===== src/rbs3_pkg.sv =====
// ----------------------------------------------------------------------------
// rgb box smooth package
// sizes, pipeline payload types and divider constants of the 3x3 mean filter
// ----------------------------------------------------------------------------
package rbs3_pkg;

  localparam int unsigned MAX_SIZE   = 512;
  localparam int unsigned MIN_SIZE   = 2;
  localparam int unsigned SIZE_RESET = 512;

  localparam int unsigned CH_W   = 16;
  localparam int unsigned CH_N   = 3;
  localparam int unsigned PIX_W  = CH_N * CH_W;
  localparam int unsigned CFG_W  = 10;
  localparam int unsigned SIZE_W = $clog2(MAX_SIZE + 1);
  localparam int unsigned ROW_W  = $clog2(MAX_SIZE + 2);
  localparam int unsigned COL_W  = $clog2(MAX_SIZE);

  // three rows, then three columns of 16-bit samples
  localparam int unsigned VSUM_W = CH_W + 2;
  localparam int unsigned HSUM_W = CH_W + 4;

  // exact reciprocals: /3 for 19-bit operands, /9 for 20-bit operands
  localparam int unsigned RECIP_W = 21;
  localparam int unsigned PROD_W  = HSUM_W + RECIP_W;
  localparam logic [RECIP_W-1:0] RECIP3 = 21'd699051;
  localparam logic [RECIP_W-1:0] RECIP9 = 21'd1864136;
  localparam int unsigned SHIFT3 = 21;
  localparam int unsigned SHIFT9 = 24;

  typedef logic [CH_N-1:0][CH_W-1:0] pix_t;

  typedef enum logic [1:0] {
    DIV4,
    DIV6,
    DIV9
  } div_e;

  // per-item window control, decided from the raster position
  typedef struct packed {
    logic emit;
    logic last;
    logic left_ok;
    logic right_ok;
  } ctl_t;

  // vertical column sum and number of rows inside the image
  typedef struct packed {
    logic [CH_N-1:0][VSUM_W-1:0] sum;
    logic [1:0]                  rows;
  } col_t;

  // window sum ready for division
  typedef struct packed {
    logic [CH_N-1:0][HSUM_W-1:0] sum;
    div_e                        div;
    logic                        last;
  } wsum_t;

  function automatic logic [SIZE_W-1:0] clamp_size(logic [CFG_W-1:0] s);
    logic [SIZE_W-1:0] r;
    if (int'(s) < int'(MIN_SIZE)) begin
      r = SIZE_W'(MIN_SIZE);
    end else if (int'(s) > int'(MAX_SIZE)) begin
      r = SIZE_W'(MAX_SIZE);
    end else begin
      r = SIZE_W'(s);
    end
    return r;
  endfunction

endpackage


===== src/rbs3_mean_div.sv =====
// ----------------------------------------------------------------------------
// rgb box smooth mean divider
// divide window sums by 4 with a shift, by 6 or 9 with reciprocal multiply
// ----------------------------------------------------------------------------
module rbs3_mean_div (
  input  logic            clk_i,
  input  logic            rst_ni,
  input  logic            adv_i,
  input  logic            sum_valid_i,
  input  rbs3_pkg::wsum_t wsum_i,
  output logic            mean_valid_o,
  output rbs3_pkg::pix_t  mean_o,
  output logic            last_o
);
  import rbs3_pkg::*;

  logic                        e_valid_q;
  logic [CH_N-1:0][PROD_W-1:0] prod_q;
  logic [CH_N-1:0][PROD_W-1:0] prod_d;
  logic [CH_N-1:0][HSUM_W-1:0] op;
  logic [RECIP_W-1:0]          recip;
  pix_t                        quart_q;
  pix_t                        quart_d;
  div_e                        div_q;
  logic                        last_q;

  // divide by 6 as halve then divide by 3
  always_comb begin
    recip = (wsum_i.div == DIV6) ? RECIP3 : RECIP9;
    for (int ch = 0; ch < CH_N; ch++) begin
      op[ch]      = (wsum_i.div == DIV6) ? (wsum_i.sum[ch] >> 1) : wsum_i.sum[ch];
      prod_d[ch]  = PROD_W'(op[ch]) * PROD_W'(recip);
      quart_d[ch] = wsum_i.sum[ch][CH_W+1:2];
    end
  end

  always_ff @(posedge clk_i or negedge rst_ni) begin
    if (!rst_ni) begin
      e_valid_q <= 1'b0;
    end else if (adv_i) begin
      e_valid_q <= sum_valid_i;
    end
  end

  always_ff @(posedge clk_i) begin
    if (adv_i) begin
      prod_q  <= prod_d;
      quart_q <= quart_d;
      div_q   <= wsum_i.div;
      last_q  <= wsum_i.last;
    end
  end

  always_comb begin
    for (int ch = 0; ch < CH_N; ch++) begin
      unique case (div_q)
        DIV4:    mean_o[ch] = quart_q[ch];
        DIV6:    mean_o[ch] = prod_q[ch][SHIFT3 +: CH_W];
        DIV9:    mean_o[ch] = prod_q[ch][SHIFT9 +: CH_W];
        default: mean_o[ch] = quart_q[ch];
      endcase
    end
  end

  assign mean_valid_o = e_valid_q;
  assign last_o       = last_q;

endmodule


===== config.mk =====
export PLATFORM = sky130hd
export DESIGN_NAME = rbs3_mean_div
export DESIGN_NICKNAME = d
export VERILOG_FILES = /design/src/rbs3_pkg.sv /design/src/rbs3_mean_div.sv
export SDC_FILE = /design/constraint.sdc
export NUM_CORES = 2
export LEC_CHECK = 0
export ABC_AREA = 1
export BUFFER_PORTS_ARGS = -buffer_cell sky130_fd_sc_hd__buf_4
export CAP_MARGIN = 20
export CELL_PAD_IN_SITES_DETAIL_PLACEMENT = 1
export CELL_PAD_IN_SITES_GLOBAL_PLACEMENT = 2
export CORE_ASPECT_RATIO = 1.1
export CORE_MARGIN = 2
export CORE_UTILIZATION = 34
export DETAILED_ROUTE_END_ITERATION = 10
export PLACE_DENSITY = 0.72
export SETUP_SLACK_MARGIN = 0.5
export SLEW_MARGIN = 20
export SYNTH_ARGS = -nofsm -noshare
export SYNTH_HDL_FRONTEND = slang
export SYNTH_SLANG_ARGS = --single-unit

===== constraint.sdc =====
create_clock -name clk_i -period 2.1 [get_ports clk_i]
set_input_delay 0.42 -clock clk_i [delete_from_list [all_inputs] [get_ports clk_i]]
set_output_delay 0.42 -clock clk_i [all_outputs]
set_load 0.03 [all_outputs]

==> summary.txt <==
Synth
  • Number of instances in the synthesized netlist: 4241
  • Post-synthesis compound-gate area fraction: 5.82%
  • Dominant combinational cell family by area after synthesis: adder cells
  • Number of synthesized flops with an enable pin: 108
  • Post-synthesis adder-cell area fraction: ~54%
  • Register area share after synthesis: about a tenth
  • Post-synth ARST share: 0.917%
  • Area share of and/or/nand/nor cells after synthesis: 15.5%
  • Number of distinct library cell variants in the gate-level netlist after synthesis: 38
  • Mapped cell area: around 34000 um^2
  • Synthesized flop and latch total: between 100 and 150
  • Predominant post-synthesis flop cell: sky130_fd_sc_hd__edfxtp_1
  • Multiplexer share of the synthesized area: 0.0330%
  • Warnings from Yosys: 0
  • Mean post-synth cell area: ~8 um^2
  • Area share of xor/xnor cells in the synthesized design: less than 1%

Clocking
  • Number of sinks handled by clock tree synthesis: 109
  • Clock root buffer: sky130_fd_sc_hd__clkbuf_16
  • Number of buffers inserted during clock tree synthesis: 9
  • CTS clk-pin slew, worst paths: around 0.12 ns
  • Insertion delay of the later-clocked pin in the worst-skew pair: between 0.4 and 0.5 ns
  • CTS tree: yes
  • Worst-case clock buffer depth: 2
  • Max H-tree Level: 3

Layout
  • Leading cell types in the layout, fill and taps excluded: sky130_fd_sc_hd__inv_1, sky130_fd_sc_hd__buf_4, sky130_fd_sc_hd__nand2_1, sky130_fd_sc_hd__fa_1, sky130_fd_sc_hd__ha_1
  • Net count, final: approximately 6.5k
  • Relative area change from synthesis to final layout: 45.9%
  • Multi-input gate area: about 31000 um^2
  • Cell area after layout: about 50000 um^2
  • Finished Core Util: 50.2%
  • Register Area: approximately 3300 um^2
  • Layout cells sized above 1: a little over a third
  • Most common library cell in the layout ignoring fill and taps: sky130_fd_sc_hd__inv_1
  • Number of inserted filler cells in the final layout: 11.5k

Timing
  • Hold Violations, Final: 0
  • Fin. max-slew vios: 0
  • Final Skew: 0 ns
  • Max transition margin: 61.8%
  • Fmax: around 0.16 GHz
  • Actual transition at the worst max-transition pin: between 0.5 and 0.6 ns
  • Setup repair after global routing missed its margin: true
  • Slack of the critical path: -4.08 ns
  • Period utilization: 294%
  • Final-report setup violation count: roughly 110
  • Min Tclk post-route: about 6.2 ns

Die
  • Standard-cell row count: 121
  • Core area: between 90000 and 100000 um^2
  • Chip Height: between 300 and 400 um
  • Initial Utilization: 34.4%
  • IO Count: 117
  • Die span in x: 306 um
  • Area of the die: slightly above 100000 um^2

Routing
  • DRC errors left: 0
  • Wire length after detailed routing: roughly 130000 um
  • Number of routed nets with antenna violations: 0
  • Average wire per standard cell: about 20 um
  • Via count: about 31k
  • First-pass iteration count of the detailed router: 5
  • Drt initial violations: 1290
  • Vias per inst: ~4.7

Place
  • Post-Place Worst Slack: -4.81 ns
  • IO Port Bufs: between 100 and 150
  • Last weighted congestion value of the routability-driven placer: approximately 0.93
  • Cell area after placement: 44100 um^2
  • Post-DP HPWL: roughly 120000 um

Setup path
  • Endpoint arrival time on the critical path: approximately 6.4 ns
  • Startpoint-to-endpoint class of the critical path: in -> reg
  • Endpoint class of the critical path: flop
  • Slowest CP cell: sky130_fd_sc_hd__fa_1
  • Maximum cell stage delay along the critical path: ~0.58 ns
  • Worst Path Required: 2.30 ns
  • Setup crit start kind: primary input
  • Largest fanout of any net on the critical path: 6

Global route
  • Antenna violations before repair: 3
  • All-Layer GR Usage: between 20% and 30%
  • Global-route congestion overflow total: 0
  • Pin count of the biggest net entering global routing: 38
  • Via count of the first global-routing pass: approximately 34k
  • Global-route wire length before repair: 201000 um

Status
  • Outcome: finished, violations left
  • Failing checks: setup timing

Run
  • Number of max-capacitance violations reported: 0

Hold path
  • Worst min path class: in -> reg
## state kept, by name, indices dropped and copies added, names as in the netlist
name / cells
prod_q: 57
quart_q: 48
div_q: 2
last_o: 1
mean_valid_o: 1
## logic make-up (layout without fill, tap and decap cells)
logic type,after synthesis,in the layout
multiplexers,1,1
AO/OA/AOI/OAI,373,373
AND/OR/NAND/NOR,1326,1327
other,2,59
flip-flops,109,109
adder cells (fa/ha/maj),1131,1131
XOR/XNOR,30,30
buffers and inverters,1269,2228
## critical path, delay by kind of cell
kind	cells	cell delay [ns]
AND/OR/NAND/NOR	10	0.80
adder cells (fa/ha/maj)	8	3.53
buffers and inverters	13	1.14
AO/OA/AOI/OAI	3	0.45
## cell usage after synthesis (13+ instances only)
cell type	n	area share [%]
sky130_fd_sc_hd__o21bai_1	27	0.59
sky130_fd_sc_hd__a21o_1	13	0.29
sky130_fd_sc_hd__nand3_1	100	1.5
sky130_fd_sc_hd__o21ai_0	109	1.6
sky130_fd_sc_hd__nand4_1	24	0.44
sky130_fd_sc_hd__clkbuf_1	41	0.45
sky130_fd_sc_hd__nand2_1	744	8.2
sky130_fd_sc_hd__fa_1	578	34
sky130_fd_sc_hd__ha_1	553	20
sky130_fd_sc_hd__xor2_1	21	0.54
sky130_fd_sc_hd__inv_1	1203	13
sky130_fd_sc_hd__nor3_1	18	0.26
sky130_fd_sc_hd__a21oi_1	213	3.1
sky130_fd_sc_hd__edfxtp_1	108	9.5
sky130_fd_sc_hd__buf_2	19	0.28
sky130_fd_sc_hd__nor2_1	406	4.5
## path summary, 6_finish.rpt
path	slack (ns)	cells after the start	start	end
worst max-delay path	-4.08	34	wsum_i[1]	prod_q[73]$_DFFE_PP_
worst min-delay path	0.13	1	wsum_i[0]	last_o$_DFFE_PP_
worst max register to register	1.35	1	mean_valid_o$_DFFE_PN0P_	mean_valid_o$_DFFE_PN0P_
worst min register to register	0.52	1	mean_valid_o$_DFFE_PN0P_	mean_valid_o$_DFFE_PN0P_
max in group asynchronous	1.72	2	rst_ni	mean_valid_o$_DFFE_PN0P_
min in group asynchronous	0.30	2	rst_ni	mean_valid_o$_DFFE_PN0P_
## metrics by stage
stage | hold WS, ns | cells | setup TNS, ns
6_report | 0.132 | 6549 | -247.17
5_1_grt | 0.123 | 6548 | -259.13
3_5_place_dp | 0.196 | 6401 | -263.36
3_3_place_gp | 0.195 | 6401 | -259.35
4_1_cts | 0.105 | 6493 | -243.97
2_1_floorplan | 0.124 | 4297 | -213.37
## layout make-up
| class | instances | share of cell area (%) |
|---|---|---|
| multi-input combinational | 2920 | 62.9 |
| timing repair buffer | 1006 | 17.6 |
| inverter | 1205 | 9.17 |
| sequential | 109 | 6.57 |
| tap | 1291 | 3.25 |
| clock buffer | 11 | 0.468 |
| clock inverter | 5 | 0.0754 |
| timing repair inverter | 1 | 0.0226 |
| antenna | 1 | 0.00503 |
## repair_timing
action | 4_1_cts | 5_1_grt
pin swaps | 140 | 295
endpoints found under the hold margin | 1 | 0
resized for setup | 508 | 546
endpoints found under the setup margin | 105 | 105
setup buffers | 61 | 53
hold buffers | 1 | 0
cloned | 14 | 2
## metal layers
metal / up-vias / track usage, % / wire length, um / part of all wire [%]
met5: - / 0 / 27 / 0.020
met4: 4 / 7.74 / 4460 / 3.3
met3: 167 / 2.19 / 3540 / 2.6
met2: 432 / 46.6 / 68500 / 51
met1: 15600 / 33.6 / 57900 / 43
li1: 14700 / - / - / -
Power is not shown: default switching activity piles up to over one toggle a cycle in this logic, so the estimate is an artifact.
