File: src/rbs3_pkg.sv
// ----------------------------------------------------------------------------
// rgb box smooth package
// sizes, pipeline payload types and divider constants of the 3x3 mean filter
// ----------------------------------------------------------------------------
package rbs3_pkg;

  localparam int unsigned MAX_SIZE   = 512;
  localparam int unsigned MIN_SIZE   = 2;
  localparam int unsigned SIZE_RESET = 512;

  localparam int unsigned CH_W   = 16;
  localparam int unsigned CH_N   = 3;
  localparam int unsigned PIX_W  = CH_N * CH_W;
  localparam int unsigned CFG_W  = 10;
  localparam int unsigned SIZE_W = $clog2(MAX_SIZE + 1);
  localparam int unsigned ROW_W  = $clog2(MAX_SIZE + 2);
  localparam int unsigned COL_W  = $clog2(MAX_SIZE);

  // three rows, then three columns of 16-bit samples
  localparam int unsigned VSUM_W = CH_W + 2;
  localparam int unsigned HSUM_W = CH_W + 4;

  // exact reciprocals: /3 for 19-bit operands, /9 for 20-bit operands
  localparam int unsigned RECIP_W = 21;
  localparam int unsigned PROD_W  = HSUM_W + RECIP_W;
  localparam logic [RECIP_W-1:0] RECIP3 = 21'd699051;
  localparam logic [RECIP_W-1:0] RECIP9 = 21'd1864136;
  localparam int unsigned SHIFT3 = 21;
  localparam int unsigned SHIFT9 = 24;

  typedef logic [CH_N-1:0][CH_W-1:0] pix_t;

  typedef enum logic [1:0] {
    DIV4,
    DIV6,
    DIV9
  } div_e;

  // per-item window control, decided from the raster position
  typedef struct packed {
    logic emit;
    logic last;
    logic left_ok;
    logic right_ok;
  } ctl_t;

  // vertical column sum and number of rows inside the image
  typedef struct packed {
    logic [CH_N-1:0][VSUM_W-1:0] sum;
    logic [1:0]                  rows;
  } col_t;

  // window sum ready for division
  typedef struct packed {
    logic [CH_N-1:0][HSUM_W-1:0] sum;
    div_e                        div;
    logic                        last;
  } wsum_t;

  function automatic logic [SIZE_W-1:0] clamp_size(logic [CFG_W-1:0] s);
    logic [SIZE_W-1:0] r;
    if (int'(s) < int'(MIN_SIZE)) begin
      r = SIZE_W'(MIN_SIZE);
    end else if (int'(s) > int'(MAX_SIZE)) begin
      r = SIZE_W'(MAX_SIZE);
    end else begin
      r = SIZE_W'(s);
    end
    return r;
  endfunction

endpackage

File: src/rbs3_window.sv
// ----------------------------------------------------------------------------
// rgb box smooth window
// three-column shift window and horizontal sum with clipping
// ----------------------------------------------------------------------------
module rbs3_window (
  input  logic            clk_i,
  input  logic            rst_ni,
  input  logic            adv_i,
  input  logic            col_valid_i,
  input  rbs3_pkg::ctl_t  ctl_i,
  input  rbs3_pkg::col_t  col_i,
  output logic            sum_valid_o,
  output rbs3_pkg::wsum_t wsum_o
);
  import rbs3_pkg::*;

  logic  c_valid_q;
  ctl_t  c_ctl_q;
  col_t  cur_q;
  col_t  w1_q;
  col_t  w2_q;
  logic  d_valid_q;
  wsum_t d_wsum_q;
  wsum_t d_wsum_d;
  logic [1:0] hcnt;

  always_ff @(posedge clk_i or negedge rst_ni) begin
    if (!rst_ni) begin
      c_valid_q <= 1'b0;
      d_valid_q <= 1'b0;
    end else if (adv_i) begin
      c_valid_q <= col_valid_i;
      d_valid_q <= c_valid_q && c_ctl_q.emit;
    end
  end

  // window shifts only when a new column arrives
  always_ff @(posedge clk_i) begin
    if (adv_i) begin
      if (col_valid_i) begin
        c_ctl_q <= ctl_i;
        cur_q   <= col_i;
        w1_q    <= cur_q;
        w2_q    <= w1_q;
      end
      d_wsum_q <= d_wsum_d;
    end
  end

  always_comb begin
    for (int ch = 0; ch < CH_N; ch++) begin
      d_wsum_d.sum[ch] = (c_ctl_q.left_ok ? HSUM_W'(w2_q.sum[ch]) : '0)
                       + HSUM_W'(w1_q.sum[ch])
                       + (c_ctl_q.right_ok ? HSUM_W'(cur_q.sum[ch]) : '0);
    end
    hcnt = 2'd1 + 2'(c_ctl_q.left_ok) + 2'(c_ctl_q.right_ok);
    priority if ((w1_q.rows == 2'd3) && (hcnt == 2'd3)) begin
      d_wsum_d.div = DIV9;
    end else if ((w1_q.rows == 2'd2) && (hcnt == 2'd2)) begin
      d_wsum_d.div = DIV4;
    end else begin
      d_wsum_d.div = DIV6;
    end
    d_wsum_d.last = c_ctl_q.last;
  end

  assign sum_valid_o = d_valid_q;
  assign wsum_o      = d_wsum_q;

endmodule

File: config.mk
export PLATFORM = sky130hd
export DESIGN_NAME = rbs3_window
export DESIGN_NICKNAME = d
export VERILOG_FILES = /design/src/rbs3_pkg.sv /design/src/rbs3_window.sv
export SDC_FILE = /design/constraint.sdc
export NUM_CORES = 1
export LEC_CHECK = 0
export ABC_CLOCK_PERIOD_IN_PS = 5900
export BUFFER_PORTS_ARGS = -buffer_cell sky130_fd_sc_hd__buf_2
export CAP_MARGIN = 20
export CELL_PAD_IN_SITES_DETAIL_PLACEMENT = 1
export CELL_PAD_IN_SITES_GLOBAL_PLACEMENT = 1
export CORE_ASPECT_RATIO = 0.6
export CORE_UTILIZATION = 35
export DETAILED_ROUTE_END_ITERATION = 8
export PLACE_DENSITY = 0.61
export SETUP_SLACK_MARGIN = 0.15
export SYNTH_ARGS = -nofsm -noshare
export SYNTH_HDL_FRONTEND = slang
export SYNTH_SLANG_ARGS = --single-unit
File: constraint.sdc
create_clock -name clk_i -period 5.9 [get_ports clk_i]
set_clock_uncertainty 0.05 [all_clocks]
set_input_delay 0 -clock clk_i [delete_from_list [all_inputs] [get_ports clk_i]]
set_output_delay 0 -clock clk_i [all_outputs]
set_load 0.005 [all_outputs]
==> results of run 1 <==
==> cell usage after synthesis, types with 2 or more instances <==
cell,instances,area [µm²]
xnor2_1,27,236.5
and2_1,99,619.3
nand2_1,38,142.6
fa_1,57,1141
mux2_2,2,22.52
o41ai_1,2,17.52
a211oi_1,10,75.07
edfxtp_1,233,6997
clkbuf_1,13,48.80
a21oi_1,39,195.2
nor2_1,34,127.6
o21bai_1,2,15.01
and4_1,2,17.52
a211o_1,3,26.28
dfrtp_1,2,50.05
xor2_1,11,96.34
inv_1,31,116.4
nor3_1,7,35.03
nand2b_1,7,43.79
nand3_1,8,40.04
nand4b_1,2,17.52
ha_1,52,650.6
and3_1,5,31.28
nand4_1,4,25.02
nor2b_1,7,43.79
a31oi_1,5,31.28
or2_2,3,18.77
o22ai_1,3,18.77
o211ai_1,2,15.01
o21ai_0,24,120.1
a21o_1,20,150.1
o21ai_1,3,15.01
o311ai_0,2,17.52
or4b_1,2,20.02
o21a_1,9,67.56
==> power by group <==
group | switching [mW] | internal [mW]
Clock | 0.639 | 0.949
Combinational | 0.465 | 0.374
Sequential | 0.0543 | 2.02
==> worst max-delay path by stage <==
stage | depth (start not counted) | endpoint | startpoint
after floorplan | 1 | c_ctl_q[0] | col_valid_i
after global placement | 13 | wsum_o[22] | c_ctl_q[0]
after detailed placement | 13 | wsum_o[38] | c_ctl_q[0]
after CTS | 13 | wsum_o[22] | c_ctl_q[0]
after global routing | 13 | wsum_o[22] | c_ctl_q[0]
final | 13 | wsum_o[22] | c_ctl_q[0]
==> logic make-up (layout without fill, tap and decap cells) <==
family                   after synthesis  in the layout  synth area share
adder cells (fa/ha/maj)              109            109            0.1543
XOR/XNOR                              38             38           0.02866
multiplexers                           3              3          0.002801
AO/OA/AOI/OAI                        145            145           0.08748
buffers and inverters                 45            269           0.01465
AND/OR/NAND/NOR                      223            223            0.1054
flip-flops                           235            235            0.6068
==> stage by stage <==
stage,area [µm²],cells,util
2_1_floorplan,11610,798,-
3_3_place_gp,12770,1338,0.3923
3_5_place_dp,12790,1339,0.3931
4_1_cts,14240,1446,0.4375
5_1_grt,14240,1446,0.4375
6_report,14240,1446,0.4375
==> area by class of cell <==
type | count | area, µm² | area share
flip-flops and latches | 235 | 7047 | 0.4949
multi-input cells | 518 | 4399 | 0.3090
repair buffers | 194 | 1331 | 0.09351
well taps | 424 | 530.5 | 0.03726
clock buffers | 30 | 644.4 | 0.04526
inverters | 31 | 116.4 | 0.008173
clock inverters | 14 | 168.9 | 0.01186
==> what timing repair did <==
item / in CTS / in global routing
buffers inserted: 0 / 0
hold buffers: 63 / 0
hold endpoints to repair: 63 / 0
==> layer usage <==
| layer | track usage | vias to the layer above |
|---|---|---|
| met2 | 0.2286 | 127 |
| li1 | - | 3343 |
| met4 | 0.03735 | 0 |
| met5 | 0 | - |
| met1 | 0.2236 | 3423 |
| met3 | 0.02842 | 34 |
==> registers in the layout, indices dropped and copies added (netlist names) <==
name	flops
wsum_o	63
c_valid_q	1
w1_q	56
c_ctl_q	4
cur_q	56
sum_valid_o	1
w2_q	54
==> results.ini, run 1 <==
[run_status]
outcome = finished, final reports clean

[placement]
portBuffers = 127
place_ws_ns = 1.581
dp_hpwl_um = 17390
routabilityCongestion = 0.8223

[power_and_ir_drop]
pwr_density_cell_nw_per_um2 = 316.3
ir_drop_mv = 0.1830
leakage_nw = 5.548
totalPowerFinal_mw = 4.503

[die]
num_rows = 51
ioPinCount = 128
core_um2 = 32540
fp.dieH_um = 143.1
die_area_um2 = 33940
die_w_um = 237.2
start_util = 0.3569

[route]
vias_per_cell = 4.790
antenna_left = 0
highest_layer = met4
dr_wl_met3_um = 1109
wl_met1_um = 12720
routed_wirelength_um = 25380
firstDrtPassIters = 4
route.detailed.wl_per_inst_um = 17.55
drc = 0
wl_met2_um = 11020
drtIter0Drc = 377
num_vias = 6927

[min_path]
hp-class = in -> reg
hold_depth = 1
hold_end = wsum_o[43]
min_from = adv_i

[synthesis]
syn-cell-area_um2 = 11610
syn_nets = 971
ys_ff_latch = 235
ys.flop_type = edfxtp_1
yosysWarnings = 0
yosysSeqAreaShare = 0.6068
syn_inst = 798
yosysUniqueCellTypes = 63
async_flop_share = 0.008511
syn_avg_cell_area_um2 = 14.55
synth-edff-count = 233

[layout]
n_fill_cell = 3328
fin_nets = 1178
area_growth_pct = 22.59
layout_commonest_cell = edfxtp_1
final_cell_mix = 233 x edfxtp_1, 126 x buf_2, 98 x and2_1
drive_gt1_frac = 0.1800
diodes = 0

[critical_path]
critPathTopFamily = adder cells
critPathMaxStageDelay_ns = 1.00
cp_cell_sequence = buf_4 > nand2_1 > fa_1 > inv_1 > ha_1 > inv_1 > fa_1 > nand2b_1 > a21oi_1 > a21oi_2 > o21ai_0 > a211oi_1 > nor3b_1
worst_ep_required_time_ns = 6.21
reg2reg_to = wsum_o[22]
worst-path-buf-inv = 3
worstSetupStartpointType = flop
r2r-start = c_ctl_q[0]
critPathCaptureType = flop
worstPathArrival_ns = 4.54
rrSetupSlack_ns = 1.67
critPathMaxFanout = 28
cp_slowest_cell = edfxtp_1
ff2ff_path_depth = 13
criticalPathCategory = reg -> reg

[grt]
grt_remaining_overflow = 0
grt_util_all_layers = 0.1513
antenna_found_initial = 0
grt_pass1_wl_um = 40080
grt_pass1_vias = 7234
grt_max_degree = 171

[clock_network]
cts_num_sinks = 235
post_cts_resized = 0
clk_latency_ns = 0.53
clk_path_buf_depth = 3
clk_pin_slew_ns = 0.06
cts_htree_levels = 1
numCtsBuffers = 25
cts_root_buffer = clkbuf_16
cts_tree = built

[timing]
tns_ns = 0
period_needed_ns = 4.232
setup_ws_ns = 1.668
worst_pin_slew_ns = 0.9848
rsz0062_at_grt = no
hold_violations = 0
clock.fmax_mhz = 236.3
max-slew-margin-rel = 0.3435
setup_viol = 0
drv_slew = 0
whs_ns = 0.1078
fin_crit_sh = 0.7172

[flow_run]
maxCapViolations = 0

No activity file was read; power rests on OpenSTA's default activity.
==> run 2, diff against run 1 <==
Settings changed: ABC_CLOCK_PERIOD_IN_PS 5900 to 3450, PLACE_DENSITY 0.61 to 0.64.
Clock period 5.9 ns to 3.45 ns, I/O delays scaled along.
==> run 2 against run 1 <==
  * Routed wire length increased by 5.5%
  * Fmax increased by 29%
  * Register-to-register slack got worse by 1.5 ns
  * Flip-flop and latch count unchanged
  * Hold slack got worse by 0.076 ns
  * Via count increased by 3.2%
  * Sequential share of layout area decreased by 2.3 points
  * Combinational power increased by 98%
  * Cell area increased by 4.9%
  * Final cell count increased by 2.0%
==> results.ini, run 2 (synthesis results as in run 1) <==
[run_status]
outcome = finished, final reports clean

[route]
vias_per_cell = 4.845  ; +1.1%
antenna_left = 0  ; unchanged
firstDrtPassIters = 4  ; unchanged
route.detailed.wl_per_inst_um = 18.15  ; +3.4%
num_vias = 7147  ; +3.2%
drtIter0Drc = 399  ; +5.8%
routed_wirelength_um = 26770  ; +5.5%
drc = 0  ; unchanged

[layout]
largest_reg_flops = 63  ; unchanged
stdcell_area_um2 = 14930  ; +4.9%
diodes = 0  ; unchanged
fin_nets = 1206  ; +2.4%
ff_latch_area_um2 = 7047  ; unchanged
final_cell_mix = 233 x edfxtp_1, 126 x buf_2, 98 x and2_1
drive_gt1_frac = 0.2626  ; +0.08257
area_growth_pct = 28.56
layout_commonest_cell = edfxtp_1
n_fill_cell = 3300  ; -0.84%
multi_input_area_um2 = 4751  ; +8.0%

[power_and_ir_drop]
pwr_density_cell_nw_per_um2 = 538.6  ; +70%
switchingPower_mw = 2.125  ; +83%
ir_drop_mv = 0.3084  ; +69%
sw_frac_of_total = 0.2643  ; +0.007060
pwr-share-seq = 0.440  ; -0.021
leakage_nw = 5.778  ; +4.2%
power.internal_mw = 5.916  ; +77%
pwr-share-clk = 0.353  ; about the same
combPwrFrac = 0.206  ; +0.020

[timing]
drv_slew = 0  ; unchanged
rsz0062_at_grt = yes
tns_ns = 0  ; unchanged
period_needed_ns = 3.287  ; -0.9448 ns
max-slew-margin-rel = 0.3619  ; +0.01843
clock.fmax_mhz = 304.2  ; +29%
hold_violations = 0  ; unchanged
worst_pin_slew_ns = 0.9571  ; -0.02765 ns
setup_viol = 0  ; unchanged
fin_crit_sh = 0.9527  ; +0.2355
whs_ns = 0.03215  ; -0.07566 ns

[min_path]
hold_end = cur_q[2]
min_from = adv_i
hold_depth = 2  ; +1
hp-class = in -> reg

[die]
die_w_um = 237.2  ; unchanged
core_um2 = 32540  ; unchanged
num_rows = 51  ; unchanged
ioPinCount = 128  ; unchanged
fp.dieH_um = 143.1  ; unchanged
start_util = 0.3569  ; unchanged
die_area_um2 = 33940  ; unchanged

[critical_path]
worstSetupStartpointType = flop
criticalPathCategory = reg -> reg
rrSetupSlack_ns = 0.16  ; -1.51 ns
critPathMaxFanout = 12  ; -57%
reg2reg_to = wsum_o[59]
ff2ff_path_depth = 12  ; -1
r2r-start = c_ctl_q[0]
startpoint = c_ctl_q[0]
critPathCaptureType = flop
worst_ep_required_time_ns = 3.68  ; -2.53 ns
worstPathArrival_ns = 3.52  ; -1.02 ns

[grt]
antenna_found_initial = 0  ; unchanged
grt_util_all_layers = 0.1540  ; +0.002710
grt_pass1_wl_um = 40720  ; +1.6%
grt_pass1_vias = 7359  ; +1.7%
grt_remaining_overflow = 0  ; unchanged
grt_max_degree = 95  ; -44%

[placement]
routabilityCongestion = 0.8679  ; +5.5%
dp_hpwl_um = 18020  ; +3.6%
post_dp_cell_area_um2 = 12950  ; +1.2%
portBuffers = 127  ; unchanged

[clock_network]
clk_latency_ns = 0.53  ; about the same
cts_root_buffer = clkbuf_16
cts_num_sinks = 235  ; unchanged
clk_pin_slew_ns = 0.06  ; about the same
numCtsBuffers = 24  ; -4.0%
clk_path_buf_depth = 3  ; unchanged
cts_tree = built
cts_htree_levels = 1  ; unchanged

[flow_run]
maxCapViolations = 0  ; unchanged

[run 2: repair_timing]
| item | CTS | global route |
|---|---|---|
| endpoints found under the hold margin | 63 | 0 |
| resized for setup | 7 | 69 |
| buffers inserted | 0 | 10 |
| setup endpoints to repair | 12 | 24 |
| pin swaps | 1 | 19 |
| gates cloned | 0 | 2 |
| hold buffers | 63 | 0 |
[run 2: power by group through the flow]
stage / logic [mW] / clock network (mW) / registers, mW
finish: 1.66 / 2.84 / 3.54
global placement: 1.42 / 0 / 3.60
floorplan: 0.888 / 0 / 3.60
global route: 1.83 / 3.02 / 3.57
CTS: 1.51 / 2.93 / 3.55
detailed placement: 1.44 / 0 / 3.61
[run 2: worst max path at each step]
stage	cells after the start	endpoint	slack [ns]
after floorplan	12	wsum_o[18]	0.27
after global placement	12	wsum_o[18]	0.15
after detailed placement	13	wsum_o[38]	0.04
after CTS	13	wsum_o[38]	0.12
after global routing	13	wsum_o[19]	0.05
final	12	wsum_o[59]	0.16
[run 2: cell type report]
class                           count  share of cell area
Tap cell                          424             0.03553
Inverter                           31            0.007794
Timing Repair Buffer              223              0.1092
Clock inverter                     18             0.01517
Multi-Input combinational cell    518              0.3182
Clock buffer                       26             0.04215
Sequential cell                   235              0.4720
[run 2: per-stage QoR]
stage	std cells	utilization	power [mW]	worst slack, ns
2_1_floorplan	798	-	4.490	0.2703
4_1_cts	1463	0.4443	7.991	0.1159
6_report	1475	0.4588	8.041	0.1631
3_3_place_gp	1356	0.3980	5.018	0.1490
5_1_grt	1475	0.4588	8.424	0.04623
3_5_place_dp	1356	0.3980	5.049	0.03736
[run 2: critical path: stages, from the launching register on]
cell	delay (ns)
edfxtp_1	0.42
buf_4	0.17
buf_12	0.14
and2_1	0.14
fa_1	0.49
ha_4	0.32
o21ai_0	0.12
nor2_2	0.24
a31oi_4	0.15
buf_4	0.16
a311o_1	0.36
o21ai_1	0.17
xor2_1	0.09
[run 2: routing by layer]
metal,vias to the layer above,share of wire,GRT usage
met5,-,0,0
met3,38,0.028,0.02629
met4,0,0.023,0.03905
li1,3404,-,-
met2,100,0.45,0.2375
met1,3605,0.50,0.2251
==> run 3, diff against run 2 <==
Settings changed: ABC_CLOCK_PERIOD_IN_PS 3450 to 3600, PLACE_DENSITY 0.64 to 0.61, REMOVE_ABC_BUFFERS set to 1.
Clock period 3.45 ns to 3.6 ns, I/O delays scaled along.
==> run 3 against run 2 <==
  * Via count fell by 1.5%
  * Final cell count decreased by 0.75%
  * Flip-flop and latch count did not move
  * Setup slack better by 0.056 ns
  * Register-to-register slack better by 0.06 ns
  * Combinational power fell by 11%
  * Hold slack better by 0.093 ns
  * Largest cell class unchanged
==> results.ini, run 3 (synthesis results as in run 1) <==
[clock_network]
cts_tree = built
cts_num_sinks = 235  ; unchanged
numCtsBuffers = 25  ; +4.2%
cts_htree_levels = 1  ; unchanged
clk_latency_ns = 0.53  ; about the same
clk_pin_slew_ns = 0.06  ; about the same
cts_root_buffer = clkbuf_16
clk_path_buf_depth = 3  ; unchanged

[die]
num_rows = 51  ; unchanged
ioPinCount = 128  ; unchanged
core_um2 = 32540  ; unchanged
die_area_um2 = 33940  ; unchanged
fp.dieH_um = 143.1  ; unchanged
start_util = 0.3569  ; unchanged
die_w_um = 237.2  ; unchanged

[placement]
place_ws_ns = 0.07757  ; +0.04021 ns
dp_hpwl_um = 17690  ; -1.8%
portBuffers = 127  ; unchanged
routabilityCongestion = 0.8168  ; -5.9%

[timing]
rsz0062_at_grt = yes
fin_crit_sh = 0.9391  ; -0.01364
max-slew-margin-rel = 0.3120  ; -0.04997
drv_slew = 0  ; unchanged
clock.fmax_mhz = 295.8  ; -2.8%
worst_pin_slew_ns = 1.032  ; +0.07495 ns
setup_viol = 0  ; unchanged
setup_ws_ns = 0.2193  ; +0.05620 ns
whs_ns = 0.1251  ; +0.09293 ns
hold_violations = 0  ; unchanged
period_needed_ns = 3.381  ; +0.09380 ns
tns_ns = 0  ; unchanged

[layout]
drive_gt1_frac = 0.2173  ; -0.04530
largest_reg_flops = 63  ; unchanged
area_growth_pct = 25.35
fin_nets = 1198  ; -0.66%
layout_commonest_cell = edfxtp_1
multi_input_area_um2 = 4509  ; -5.1%
n_fill_cell = 3299  ; -0.030%
ff_latch_area_um2 = 7047  ; unchanged
final_cell_mix = 233 x edfxtp_1, 126 x buf_2, 98 x and2_1
diodes = 0  ; unchanged

[critical_path]
critPathCaptureType = flop
critPathMaxStageDelay_ns = 0.49  ; about the same
cp_slowest_cell = edfxtp_1
cp_cell_sequence = buf_4 > clkbuf_16 > and2_1 > fa_1 > ha_1 > a21oi_1 > o21ai_0 > a311oi_1 > o41ai_1 > xor2_1
worstSetupStartpointType = flop
worst-path-buf-inv = 2  ; -1
worstPathArrival_ns = 3.59  ; +0.07 ns
critPathMaxFanout = 17  ; +5
worst_ep_required_time_ns = 3.81  ; +0.13 ns
criticalPathCategory = reg -> reg
critPathTopFamily = compound AO/OA/AOI/OAI gates

[flow_run]
maxCapViolations = 0  ; unchanged

[route]
drc = 0  ; unchanged
route.detailed.wl_per_inst_um = 18.08  ; -0.40%
firstDrtPassIters = 5  ; +1
vias_per_cell = 4.807  ; -0.79%
drtIter0Drc = 360  ; -9.8%
routed_wirelength_um = 26470  ; -1.1%
antenna_left = 0  ; unchanged
num_vias = 7038  ; -1.5%

[power_and_ir_drop]
ir_drop_mv = 0.3016  ; -2.2%
pwr_density_cell_nw_per_um2 = 513.2  ; -4.7%
leakage_nw = 5.687  ; -1.6%
pwr-share-clk = 0.347  ; -0.006
pwr-share-seq = 0.455  ; +0.015
sw_frac_of_total = 0.2610  ; -0.003324
power.internal_mw = 5.521  ; -6.7%
switchingPower_mw = 1.950  ; -8.3%
combPwrFrac = 0.197  ; -0.009

[run_status]
outcome = finished, final reports clean

[grt]
grt_max_degree = 67  ; -29%
grt_remaining_overflow = 0  ; unchanged
antenna_found_initial = 0  ; unchanged
grt_pass1_wl_um = 41200  ; +1.2%
grt_pass1_vias = 7428  ; +0.94%
grt_util_all_layers = 0.1563  ; +0.002283

[min_path]
hp-class = in -> reg

==> run 3: changes by cell type in the layout (fill, tap and decap cells not counted), sizes merged <==
cell,previous run,this run
buf,158,149
bufinv,5,4
clkbuf,28,31
clkinv,10,9
clkinvlp,3,0
==> run 3: what timing repair did <==
item / in CTS / in global routing
endpoints found under the setup margin: 6 / 16
hold buffers: 63 / 0
resized for setup: 5 / 25
buffers inserted: 0 / 6
cloned: 0 / 2
pin swaps: 0 / 7
hold endpoints to repair: 63 / 0
==> run 3: power groups by stage <==
stage          clock network, mW  registers (mW)  logic [mW]
3_3_place_gp                   0            3.46        1.35
6_report                    2.60            3.40        1.48
5_1_grt                     2.78            3.42        1.65
3_5_place_dp                   0            3.46        1.37
2_1_floorplan                  0            3.47       0.838
4_1_cts                     2.70            3.40        1.44
==> run 3: path summary, 6_finish.rpt <==
check / to / depth (start not counted) / startpoint / slack [ns]
worst max-delay path: wsum_o[19] / 10 / c_ctl_q[0] / 0.22
worst min-delay path: cur_q[52] / 2 / col_i[52] / 0.13
worst max register to register: wsum_o[19] / 10 / c_ctl_q[0] / 0.22
worst min register to register: w1_q[1] / 0 / cur_q[1] / 0.37
max in group asynchronous: c_valid_q / 3 / rst_ni / 3.08
min in group asynchronous: sum_valid_o / 3 / rst_ni / 0.29
==> run 3: through the flow <==
stage,instances,power [mW],area [µm²],util
after floorplan,784,4.306,11560,-
after global placement,1351,4.802,12900,0.3964
after detailed placement,1351,4.824,12900,0.3964
after global routing,1464,7.850,14560,0.4473
after CTS,1456,7.544,14350,0.4408
final,1464,7.471,14560,0.4473
==> run 3: area by class of cell <==
| class | count | area share |
|---|---|---|
| Inverter | 31 | 0.007993 |
| Sequential cell | 235 | 0.4841 |
| Multi-Input combinational cell | 518 | 0.3098 |
| Clock inverter | 13 | 0.01074 |
| Tap cell | 424 | 0.03644 |
| Clock buffer | 29 | 0.04401 |
| Timing Repair Buffer | 214 | 0.1070 |
==> run 3: metal layers <==
metal  global-route usage  vias up  wire (µm)
met5                    0        -          0
met4              0.03396        0        452
met3              0.02861       27        872
met2               0.2320      113      11040
met1               0.2365     3513      14110
li1                     -     3385          -
